===== src/rtl/mip_chain_buffer_offset_unit_assert.svh =====
// Assertion macros for the mip chain offset unit.
// Each macro takes a label, the clock, the reset, a condition and a check.
`ifndef MIP_CHAIN_BUFFER_OFFSET_UNIT_ASSERT_SVH
`define MIP_CHAIN_BUFFER_OFFSET_UNIT_ASSERT_SVH

`ifndef SYNTHESIS

// check holds in the same cycle as the condition
`define MCBO_ASSERT_IMP(lbl, ck, rs, cond, chk) \
  lbl: assert property (@(posedge ck) disable iff (rs) (cond) |-> (chk)) \
    else $error("mcbo assertion failed");

// check holds in the cycle after the condition
`define MCBO_ASSERT_NXT(lbl, ck, rs, cond, chk) \
  lbl: assert property (@(posedge ck) disable iff (rs) (cond) |=> (chk)) \
    else $error("mcbo assertion failed");

`else

`define MCBO_ASSERT_IMP(lbl, ck, rs, cond, chk)
`define MCBO_ASSERT_NXT(lbl, ck, rs, cond, chk)

`endif

`endif


===== src/rtl/mcbo_pkg.sv =====
package mcbo_pkg;

  // field widths
  localparam int DIM_W      = 15;
  localparam int DEPTH_W    = 12;
  localparam int BPP_W      = 5;
  localparam int MIP_W      = 4;
  localparam int LAYER_W    = 11;
  localparam int WORD_W     = 32;
  localparam int CFG_IDX_W  = 3;
  localparam int CFG_DATA_W = 15;

  // levels stored per layer at most
  localparam int MAX_MIP_LEVELS = 15;

  // shared multiplier: 42-bit operand covers w*h*d, 15-bit covers a dimension
  localparam int MUL_A_W = 42;
  localparam int MUL_B_W = 15;
  localparam int PROD_W  = MUL_A_W + MUL_B_W;

  // configuration register indexes
  typedef enum logic [CFG_IDX_W-1:0] {
    REG_BASE_WIDTH  = 3'd0,
    REG_BASE_HEIGHT = 3'd1,
    REG_BASE_DEPTH  = 3'd2,
    REG_BPP         = 3'd3,
    REG_MIP_COUNT   = 3'd4
  } cfg_reg_t;

  // sequencer states
  typedef enum logic [2:0] {
    ST_IDLE,
    ST_WH,     // width * height
    ST_D,      // * depth
    ST_B,      // * bytes per pixel
    ST_ACC,    // fold in last level size
    ST_LAYER,  // layer * chain bytes
    ST_FINAL   // offset add, result register load
  } state_t;

  // level dimension: base >> level, floor of one
  function automatic logic [DIM_W-1:0] level_dim(input logic [DIM_W-1:0] base,
                                                 input logic [MIP_W-1:0] lvl);
    logic [DIM_W-1:0] v;
    v = base >> lvl;
    return (v == '0) ? DIM_W'(1) : v;
  endfunction

endpackage


===== src/rtl/mcbo_mul.sv =====
// Shared multiplier with registered product.
module mcbo_mul import mcbo_pkg::*; (
  input  logic               clk,
  input  logic               en,
  input  logic [MUL_A_W-1:0] a,
  input  logic [MUL_B_W-1:0] b,
  output logic [PROD_W-1:0]  prod
);

  always_ff @(posedge clk) begin
    if (en) begin
      prod <= PROD_W'(a) * PROD_W'(b);
    end
  end

endmodule


===== src/rtl/mip_chain_buffer_offset_unit.sv =====
// Mip chain buffer offset unit. Locates one (layer, mip level) pair in a buffer
// whose layers each hold a packed chain of mip levels, and returns the level's
// dimensions, its byte size, the byte offset and a 32-bit wrap flag. One
// multiplier is shared: each level takes three passes (w*h, *depth, *bytes per
// pixel), levels are walked from zero up to L = max(mip_index,
// mip_count - 1 when layer_index > 0), then ST_ACC folds the last size in,
// ST_LAYER multiplies by the layer and ST_FINAL forms the offset; ST_FINAL
// waits while an earlier result sits stalled in the output register.
// The input is stalled while an item is in work; a finished result waits in the
// output register, so the next item can be taken while it is still unread.
// Configuration writes are always ready and must only be issued when idle.
`include "mip_chain_buffer_offset_unit_assert.svh"

module mip_chain_buffer_offset_unit import mcbo_pkg::*; (
  input  logic                  clk,
  input  logic                  rst,
  // input channel
  input  logic                  in_valid,
  output logic                  in_stall,
  input  logic [LAYER_W-1:0]    layer_index,
  input  logic [MIP_W-1:0]      mip_index,
  // result channel
  output logic                  out_valid,
  input  logic                  out_stall,
  output logic [DIM_W-1:0]      level_width,
  output logic [DIM_W-1:0]      level_height,
  output logic [DEPTH_W-1:0]    level_depth,
  output logic [WORD_W-1:0]     level_bytes,
  output logic [WORD_W-1:0]     byte_offset,
  output logic                  overflow,
  // configuration write channel
  input  logic                  cfg_valid,
  output logic                  cfg_ready,
  input  logic [CFG_IDX_W-1:0]  cfg_index,
  input  logic [CFG_DATA_W-1:0] cfg_data
);

  // configuration registers
  logic [DIM_W-1:0]   base_width;
  logic [DIM_W-1:0]   base_height;
  logic [DEPTH_W-1:0] base_depth;
  logic [BPP_W-1:0]   bytes_per_pixel;
  logic [MIP_W-1:0]   mip_count;

  // sequencer and datapath state
  state_t             state, state_next;
  logic [MIP_W-1:0]   lvl;
  logic [LAYER_W-1:0] layer_q;
  logic [MIP_W-1:0]   mip_q;
  logic [WORD_W-1:0]  chain;
  logic [WORD_W-1:0]  low_sum;
  logic [WORD_W-1:0]  lvl_bytes_q;
  logic               ovf_acc;

  // multiplier hookup
  logic               mul_en;
  logic [MUL_A_W-1:0] mul_a;
  logic [MUL_B_W-1:0] mul_b;
  logic [PROD_W-1:0]  prod;

  logic               in_take;
  logic               acc_en;
  logic               out_load;
  logic [MIP_W-1:0]   n_lvl;
  logic [MIP_W-1:0]   last_lvl;
  logic [MIP_W-1:0]   acc_lvl;
  logic               layer_nz;
  logic               prod_big;
  logic [WORD_W:0]    chain_sum;
  logic [WORD_W:0]    low_sum_add;
  logic [WORD_W:0]    off_sum;
  logic               ovf_set;
  logic [DIM_W-1:0]   dim_w, dim_h, dim_d;

  assign cfg_ready = 1'b1;
  assign in_stall  = (state != ST_IDLE);
  assign in_take   = in_valid && !in_stall;

  // configuration writes
  always_ff @(posedge clk) begin
    if (rst) begin
      base_width      <= DIM_W'(1);
      base_height     <= DIM_W'(1);
      base_depth      <= DEPTH_W'(1);
      bytes_per_pixel <= BPP_W'(4);
      mip_count       <= MIP_W'(1);
    end else if (cfg_valid && cfg_ready) begin
      unique case (cfg_index)
        REG_BASE_WIDTH:  base_width      <= cfg_data;
        REG_BASE_HEIGHT: base_height     <= cfg_data;
        REG_BASE_DEPTH:  base_depth      <= cfg_data[DEPTH_W-1:0];
        REG_BPP:         bytes_per_pixel <= cfg_data[BPP_W-1:0];
        REG_MIP_COUNT:   mip_count       <= cfg_data[MIP_W-1:0];
        default: ;
      endcase
    end
  end

  // loop bounds
  assign layer_nz = (layer_q != '0);
  assign n_lvl    = (mip_count > MIP_W'(MAX_MIP_LEVELS)) ? MIP_W'(MAX_MIP_LEVELS)
                                                          : mip_count;
  always_comb begin
    last_lvl = mip_q;
    if (layer_nz && (n_lvl != '0) && ((n_lvl - 1'b1) > mip_q)) begin
      last_lvl = n_lvl - 1'b1;
    end
  end

  // level dimensions for the level in work
  assign dim_w = level_dim(base_width, lvl);
  assign dim_h = level_dim(base_height, lvl);
  assign dim_d = level_dim(DIM_W'(base_depth), lvl);

  // size of the previous level is folded in while the next one multiplies
  assign acc_lvl     = (state == ST_ACC) ? lvl : lvl - 1'b1;
  assign prod_big    = |prod[PROD_W-1:WORD_W];
  assign chain_sum   = {1'b0, chain} + {1'b0, prod[WORD_W-1:0]};
  assign low_sum_add = {1'b0, low_sum} + {1'b0, prod[WORD_W-1:0]};
  assign off_sum     = {1'b0, prod[WORD_W-1:0]} + {1'b0, low_sum};

  always_comb begin
    ovf_set = 1'b0;
    if (state == ST_B) begin
      ovf_set = prod_big;  // w*h*d past 32 bits
    end
    if (acc_en) begin
      ovf_set = prod_big
              || (layer_nz && (acc_lvl < n_lvl) && chain_sum[WORD_W])
              || ((acc_lvl < mip_q) && low_sum_add[WORD_W]);
    end
  end

  // sequencer
  always_ff @(posedge clk) begin
    if (rst) begin
      state <= ST_IDLE;
    end else begin
      state <= state_next;
    end
  end

  always_comb begin
    state_next = state;
    mul_en     = 1'b0;
    mul_a      = '0;
    mul_b      = '0;
    acc_en     = 1'b0;
    out_load   = 1'b0;
    unique case (state)
      ST_IDLE: begin
        if (in_take) begin
          state_next = ST_WH;
        end
      end
      ST_WH: begin
        mul_en     = 1'b1;
        mul_a      = MUL_A_W'(dim_w);
        mul_b      = dim_h;
        acc_en     = (lvl != '0);
        state_next = ST_D;
      end
      ST_D: begin
        mul_en     = 1'b1;
        mul_a      = prod[MUL_A_W-1:0];
        mul_b      = dim_d;
        state_next = ST_B;
      end
      ST_B: begin
        mul_en     = 1'b1;
        mul_a      = prod[MUL_A_W-1:0];
        mul_b      = MUL_B_W'(bytes_per_pixel);
        state_next = (lvl == last_lvl) ? ST_ACC : ST_WH;
      end
      ST_ACC: begin
        acc_en     = 1'b1;
        state_next = ST_LAYER;
      end
      ST_LAYER: begin
        mul_en     = 1'b1;
        mul_a      = MUL_A_W'(chain);
        mul_b      = MUL_B_W'(layer_q);
        state_next = ST_FINAL;
      end
      ST_FINAL: begin
        if (!out_valid || !out_stall) begin
          out_load   = 1'b1;
          state_next = ST_IDLE;
        end
      end
      default: state_next = ST_IDLE;
    endcase
  end

  mcbo_mul u_mul (
    .clk  (clk),
    .en   (mul_en),
    .a    (mul_a),
    .b    (mul_b),
    .prod (prod)
  );

  // accumulators and level counter
  always_ff @(posedge clk) begin
    if (in_take) begin
      layer_q <= layer_index;
      mip_q   <= mip_index;
      lvl     <= '0;
      chain   <= '0;
      low_sum <= '0;
      ovf_acc <= 1'b0;
    end else begin
      ovf_acc <= ovf_acc | ovf_set;
      if ((state == ST_B) && (lvl != last_lvl)) begin
        lvl <= lvl + 1'b1;
      end
      if (acc_en) begin
        if (layer_nz && (acc_lvl < n_lvl)) begin
          chain <= chain_sum[WORD_W-1:0];
        end
        if (acc_lvl < mip_q) begin
          low_sum <= low_sum_add[WORD_W-1:0];
        end
        if (acc_lvl == mip_q) begin
          lvl_bytes_q <= prod[WORD_W-1:0];
        end
      end
    end
  end

  // result register
  always_ff @(posedge clk) begin
    if (rst) begin
      out_valid <= 1'b0;
    end else if (out_load) begin
      out_valid <= 1'b1;
    end else if (!out_stall) begin
      out_valid <= 1'b0;
    end
  end

  always_ff @(posedge clk) begin
    if (out_load) begin
      level_width  <= level_dim(base_width, mip_q);
      level_height <= level_dim(base_height, mip_q);
      level_depth  <= DEPTH_W'(level_dim(DIM_W'(base_depth), mip_q));
      level_bytes  <= lvl_bytes_q;
      byte_offset  <= off_sum[WORD_W-1:0];
      overflow     <= ovf_acc | prod_big | off_sum[WORD_W];
    end
  end

  // checks
  `MCBO_ASSERT_NXT(a_accept_starts, clk, rst, in_take, (state == ST_WH) && (lvl == '0))
  `MCBO_ASSERT_IMP(a_lvl_bound, clk, rst, state == ST_B, lvl <= last_lvl)
  `MCBO_ASSERT_IMP(a_chain_zero, clk, rst, (state != ST_IDLE) && !layer_nz, chain == '0)
  `MCBO_ASSERT_IMP(a_dims_nonzero, clk, rst, out_valid, (level_width != '0) && (level_height != '0) && (level_depth != '0))

endmodule


===== config.mk =====
export PLATFORM = sky130hd
export DESIGN_NAME = mip_chain_buffer_offset_unit
export DESIGN_NICKNAME = d
export VERILOG_FILES = /design/src/rtl/mcbo_pkg.sv /design/src/rtl/mcbo_mul.sv /design/src/rtl/mip_chain_buffer_offset_unit.sv
export VERILOG_INCLUDE_DIRS = /design/src /design/src/rtl
export SDC_FILE = /design/constraint.sdc
export NUM_CORES = 2
export LEC_CHECK = 0
export BUFFER_PORTS_ARGS = -buffer_cell sky130_fd_sc_hd__buf_2
export CAP_MARGIN = 25
export CORE_MARGIN = 2
export CORE_UTILIZATION = 35
export CTS_BUF_LIST = sky130_fd_sc_hd__clkbuf_8
export DETAILED_ROUTE_END_ITERATION = 10
export PLACE_DENSITY = 0.58
export REMOVE_ABC_BUFFERS = 1
export SLEW_MARGIN = 0
export SYNTH_ARGS = -nofsm -noshare
export SYNTH_HDL_FRONTEND = slang
export SYNTH_SLANG_ARGS = --single-unit

===== constraint.sdc =====
create_clock -name clk -period 8.78 [get_ports clk]
set_input_delay 0.878 -clock clk [delete_from_list [all_inputs] [get_ports clk]]
set_output_delay 0.878 -clock clk [all_outputs]
set_load 0.05 [all_outputs]

---- Word-level counts from Yosys, hierarchy flattened ----
Cells that the tools add are included.
cells by class
  reduce and logical (&&, ||, !) cells .... 37
  $add $sub $neg .......................... 5
  multipliers ............................. 1
  muxes and demuxes ....................... 20
  magnitude comparators ................... 4
  shift-type cells ........................ 6
  bitwise gates (word level) .............. 4
  equality and inequality tests ........... 16
operators with widths
  kind                 count
  $pmux 42 s3          1
  $logic_not 15->1     6
  $add 32x32->33       2
  $pmux 15 s4          1
  $shr 15x4->15        4
  $mul 42x15->57       1
  $mux 15              3
  $shr 12x4->15        2
  $reduce_or 25->1     1
  $pmux 3 s7           1
  $reduce_and 2->1     8
  $eq 3x2->1 const B   4
  $eq 3x3->1 const B   4
  $mux 4               3
  $reduce_bool 11->1   1
  $mux 3               3
  $eq 4x4->1           2
  $lt 4x4->1           2
  $reduce_bool 4->1    2
  $sub 4x1->4 const B  2
  $logic_and 1x1->1    7
  $mux 1               7
  $eq 3x1->1 const B   2
  $logic_not 3->1      2
  other kinds (15)     22
word-level totals
  register bits ........................... 335
  output and inout port bits .............. 110
  bits of input ports ..................... 38
  logic and storage cells ................. 114

---- Logic depth before layout (Yosys ltp) ----
  depth in word-level cells ............... 9
  depth in mapped cells ................... 39
  gate-level depth less buffers ........... 32

---- By module ----
From an unflattened synthesis, not the netlist that was laid out.
unflattened totals
  cell total of the unflattened synthesis .. 4,166
  area total of the unflattened synthesis .. 38,296.7 µm²
by module, submodules not included
  module                        area each (µm²)  seq. area each (µm²)  cells an instance  instances
  mcbo_mul                      21,500.6         1,711.6               2,327              1
  mip_chain_buffer_offset_unit  16,796.1         7,106.8               1,839              1

---- Worst setup path after synthesis ----
No wires, ideal clock.
  path type ............................... flip-flop to flip-flop
  from .................................... register lvl[1]
  to ...................................... register u_mul.prod[40], data pin
  slack ................................... 215 ps
  path buffers ............................ 3
  clock period less this slack ............ 8,565 ps
  library setup time ...................... 259 ps
  data arrival time ....................... 8,306 ps
  data required time ...................... 8,521 ps
  cell stages (with the launch flop) ...... 32
  path through ............................ dfxtp_1 -> buf_2 -> buf_2 -> mux4_2 -> mux2i_1 -> o22ai_1 -> or4b_1 -> nor4_1 -> o21ai_1 -> nand3_1 -> clkbuf_1 -> nand2_1 -> fa_1 -> fa_1 -> inv_1 -> fa_1 -> fa_1 -> fa_1 -> inv_1 -> fa_1 -> inv_1 -> ha_1 -> a21o_1 -> a221oi_1 -> o22ai_1 -> a311oi_1 -> o21ai_0 -> a41oi_1 -> o21bai_1 -> nor2b_1 -> a221o_1 -> xor2_1
on the way
  word-level cells in the longest chain between the ends .. 5
  elaborated cells on any way between the ends .. 12
  classes of those cells .................. 1 x mul; 3 x shift; 5 x mux; 3 x reduce/logical
RTL lines
  what                                                   line                                 text
  start: declaration                                     mip_chain_buffer_offset_unit.sv:47   logic [MIP_W-1:0] lvl;
  start signal: assignment                               mip_chain_buffer_offset_unit.sv:215  lvl <= lvl + 1'b1;
  $shr 12x4->15 / $shr 15x4->15 (equally long branches)  mcbo_pkg.sv:45                       v = base >> lvl;
  $logic_not 15->1                                       mcbo_pkg.sv:46                       return (v == '0) ? DIM_W'(1) : v;
  $mux 15                                                mcbo_pkg.sv:46
  $pmux 15 s4 / $pmux 42 s3 (equally long branches)      mip_chain_buffer_offset_unit.sv:150  unique case (state)
  $mul 42x15->57 (*)                                     mcbo_mul.sv:12                       prod <= PROD_W'(a) * PROD_W'(b);
  end signal: assignment                                 mcbo_mul.sv:12
  end: declaration                                       mcbo_mul.sv:7                        output logic [PROD_W-1:0] prod
Mark *: on every way between the ends. The rest lies on a longest branch, timed or not.
A chain may end at the register's enable or synchronous reset.

---- Worst setup path after layout ----
  from .................................... register lvl[0]
  to ...................................... register u_mul.prod[40], data pin
The elaborated chain is that of the path after synthesis.

==> summary.txt <==
Reg2Reg Capture Point: u_mul.prod[40]
Port Buffers: 146
GP Congestion: 0.927
per-cell routed wire length: 18.3 um
Hold Path End: layer_q[5]
Clock Path Buffers: 3
synth warn: 0
GRT Total Usage: 0.203
hold path startpoint: layer_index[5]
status: finished, violations left
VDD IR-drop max: 0.108 mV
register area: 8830 um2
sequential area share after synthesis: 0.238
initial antenna violation count: 1
Clk Latency, worst-skew pair: 740 ps
Die W: 329 um
clock tree from TritonCTS: yes
Nets: 5253
via count: 30500
DR iter-0 viols: 2437
Synth Instances: 4042
final wirelength: 109000 um
Yosys reg bits: 335
CP max-delay cell: fa_1
Synth cell types: 84
leak pwr: 0.0192 uW
H-Tree Depth: 2
Worst Reg-to-Reg Cells: 38
Min Hold Slack: 354 ps
CTS clk-pin slew, worst paths: 60 ps
Final Hold Fails: 0
CTS Buf Count: 60
final setup vio count: 7
area delta synth->final: 18.6%
r2r setup slk: -30 ps
Max-Cap Viols: 0
FMAX: 114 MHz
TritonRoute pass-1 iters: 6
headroom to the max-slew limit: 0.334
# DRC: 0
CP peak stage delay: 550 ps
Multi-input gate area: 26300 um2
Mean Syn Cell Area: 9.17 um2
crit-path max FO: 9
EDFF count, synth: 211
Worst Max-Slew Pin Slew: 995 ps
min cycle time layout: 8810 ps
DIE AREA: 108000 um2
Vias/cell: 5.13
DRT antenna net count: 0
Post-Place Cell Area: 41900 um2
total power: 5340 uW
worst min-delay path class: in -> reg
startpoint types: register
Final Instance Area: 43900 um2
HPWL Detailed: 88300 um
CP arrival: 9300 ps
fin crit share: 1.00
CTS sink cnt: 335
Reg-to-Reg Start: lvl[0]
Setup WS post-layout: -29.8 ps
Top FF cell, synth: edfxtp_1
vias in the first global route: 30900
CORE AREA: 105000 um2
failing checks: negative setup slack
hold path cells: 1
fillcell total: 10500
Die Y: 329 um
kind of critical path: reg -> reg
Hold Buf Count CTS: 0
RSZ-0062 raised after global routing: true
final slew viol count: 0
first-pass GRT wire length: 173000 um
IO Count: 148
largest net degree at the start of global routing: 70
pre-CTS WS: -487 ps
Worst Setup SP: lvl[0]
Clock Skews: 61.5 ps
Post-synth ARST share: 0
pwr dens: 121 nW/um2
starting density of the core: 0.352
total gr overflow: 0
Worst Setup End Kind: register
row count: 119
Root Driver: clkbuf_8
area of the mapped netlist: 37100 um2
proportion of layout cells with a drive suffix above 1: 0.168
Req. time, crit path: 9270 ps
==> power by group <==
part	switching, uW	internal, uW
Clock	708	836
Sequential	88.3	1810
Combinational	1120	778
==> cells by family after synthesis <==
family	Yosys count	synth area share
muxes	113	0.0371
xor gates and xnor gates	115	0.0272
other	2	0.000203
DFF	335	0.238
buffers and inverters	720	0.0746
AOI/OAI and AO/OA	708	0.121
and+or+nand+nor	1330	0.154
adders and majority gates	719	0.348
==> worst max-delay path by stage <==
stage | end | depth (start not counted)
2_1_floorplan | u_mul.prod[40] | 28
3_3_place_gp | u_mul.prod[53] | 34
3_5_place_dp | u_mul.prod[53] | 34
4_1_cts | u_mul.prod[52] | 34
5_1_grt | u_mul.prod[48] | 37
6_report | u_mul.prod[40] | 38
==> state kept, by name (all words and copies together) (netlist names), 11 cells and up <==
name          flops
low_sum          32
byte_offset      32
lvl_bytes_q      32
level_width      15
layer_q          11
base_width       15
u_mul.prod       57
level_bytes      32
level_height     15
chain            32
level_depth      12
base_depth       12
base_height      15
==> cells in the final DEF (no fill, tap or decap), types with 38 or more instances in the layout <==
master / n
nand2_1: 636
inv_1: 516
fa_1: 516
nor2_1: 372
buf_4: 342
a21oi_1: 241
edfxtp_1: 211
ha_1: 191
buf_2: 147
dfxtp_1: 121
o21ai_0: 104
xnor2_1: 85
conb_1: 82
mux2i_1: 72
clkbuf_8: 72
a21o_1: 68
nand3_1: 51
nor3_1: 43
and2_1: 40
a211oi_1: 38
==> layout make-up <==
type,count,share of cell area
repair buffers,519,0.0874
multi-input cells,3067,0.599
inverters,513,0.0439
flip-flops and latches,335,0.201
clock inverters,41,0.00615
clock buffers,72,0.0226
diodes,2,0.000114
well taps,1391,0.0396
==> per-layer routing <==
metal  vias up  global-route usage  routed length (um)
met5         -                   0                   0
met2       979               0.324               49300
met4         0              0.0542                2730
li1      14200                   -                   -
met1     15200               0.290               49600
met3       170              0.0280                7020
==> timing repair <==
| item | CTS | global route |
|---|---|---|
| setup buffers | 1 | 25 |
| pin swaps | 4 | 68 |
| gates resized for setup | 16 | 100 |
| endpoints found under the setup margin | 16 | 24 |
==> through the flow <==
step	TNS [ps]	cells	utilization
2_1_floorplan	-66110	3915	-
3_3_place_gp	-3200	5799	0.399
3_5_place_dp	-3920	5799	0.399
4_1_cts	0	5913	0.412
5_1_grt	-4210	5939	0.418
6_report	-105	5940	0.418
==> Yosys cell counts, types with 7 or more instances <==
cell type / number / area (um2)
fa_1: 520 / 10400
nor4_1: 16 / 100
or3_1: 10 / 62.6
nor2_1: 375 / 1410
a21boi_0: 10 / 75.1
a31oi_1: 31 / 194
o31a_1: 8 / 70.1
a211oi_1: 41 / 308
clkbuf_1: 149 / 559
mux4_2: 17 / 383
nand3_1: 52 / 260
a221o_1: 7 / 70.1
mux2i_1: 72 / 721
xor2_1: 30 / 263
xnor2_1: 85 / 744
a221oi_1: 9 / 78.8
nor3b_1: 7 / 52.6
a21oi_1: 251 / 1260
o31ai_1: 7 / 52.6
nand2b_1: 29 / 181
a21o_1: 68 / 510
o21ai_1: 9 / 45.0
mux2_2: 24 / 270
buf_1: 25 / 93.8
nor3_1: 44 / 220
o21bai_1: 19 / 143
dfxtp_1: 124 / 2480
nand2_1: 646 / 2420
o21ai_0: 110 / 551
and3_1: 25 / 156
a22oi_1: 30 / 225
nor2b_1: 35 / 219
buf_2: 27 / 135
or2_2: 13 / 81.3
inv_1: 511 / 1920
o21a_1: 18 / 135
nand4_1: 17 / 106
o22ai_1: 20 / 125
edfxtp_1: 211 / 6340
ha_1: 199 / 2490
and2_1: 41 / 257
a22o_1: 22 / 193
==> critical path, delay by kind of cell, from the launching register on <==
family	cells	cell delay, ps
AOI/OAI and AO/OA	12	1990
DFF	1	390
adders and majority gates	7	3260
buffers and inverters	12	1650
xor gates and xnor gates	1	140
and+or+nand+nor	6	1160
Note: power is estimated with default switching activity, not from simulation.
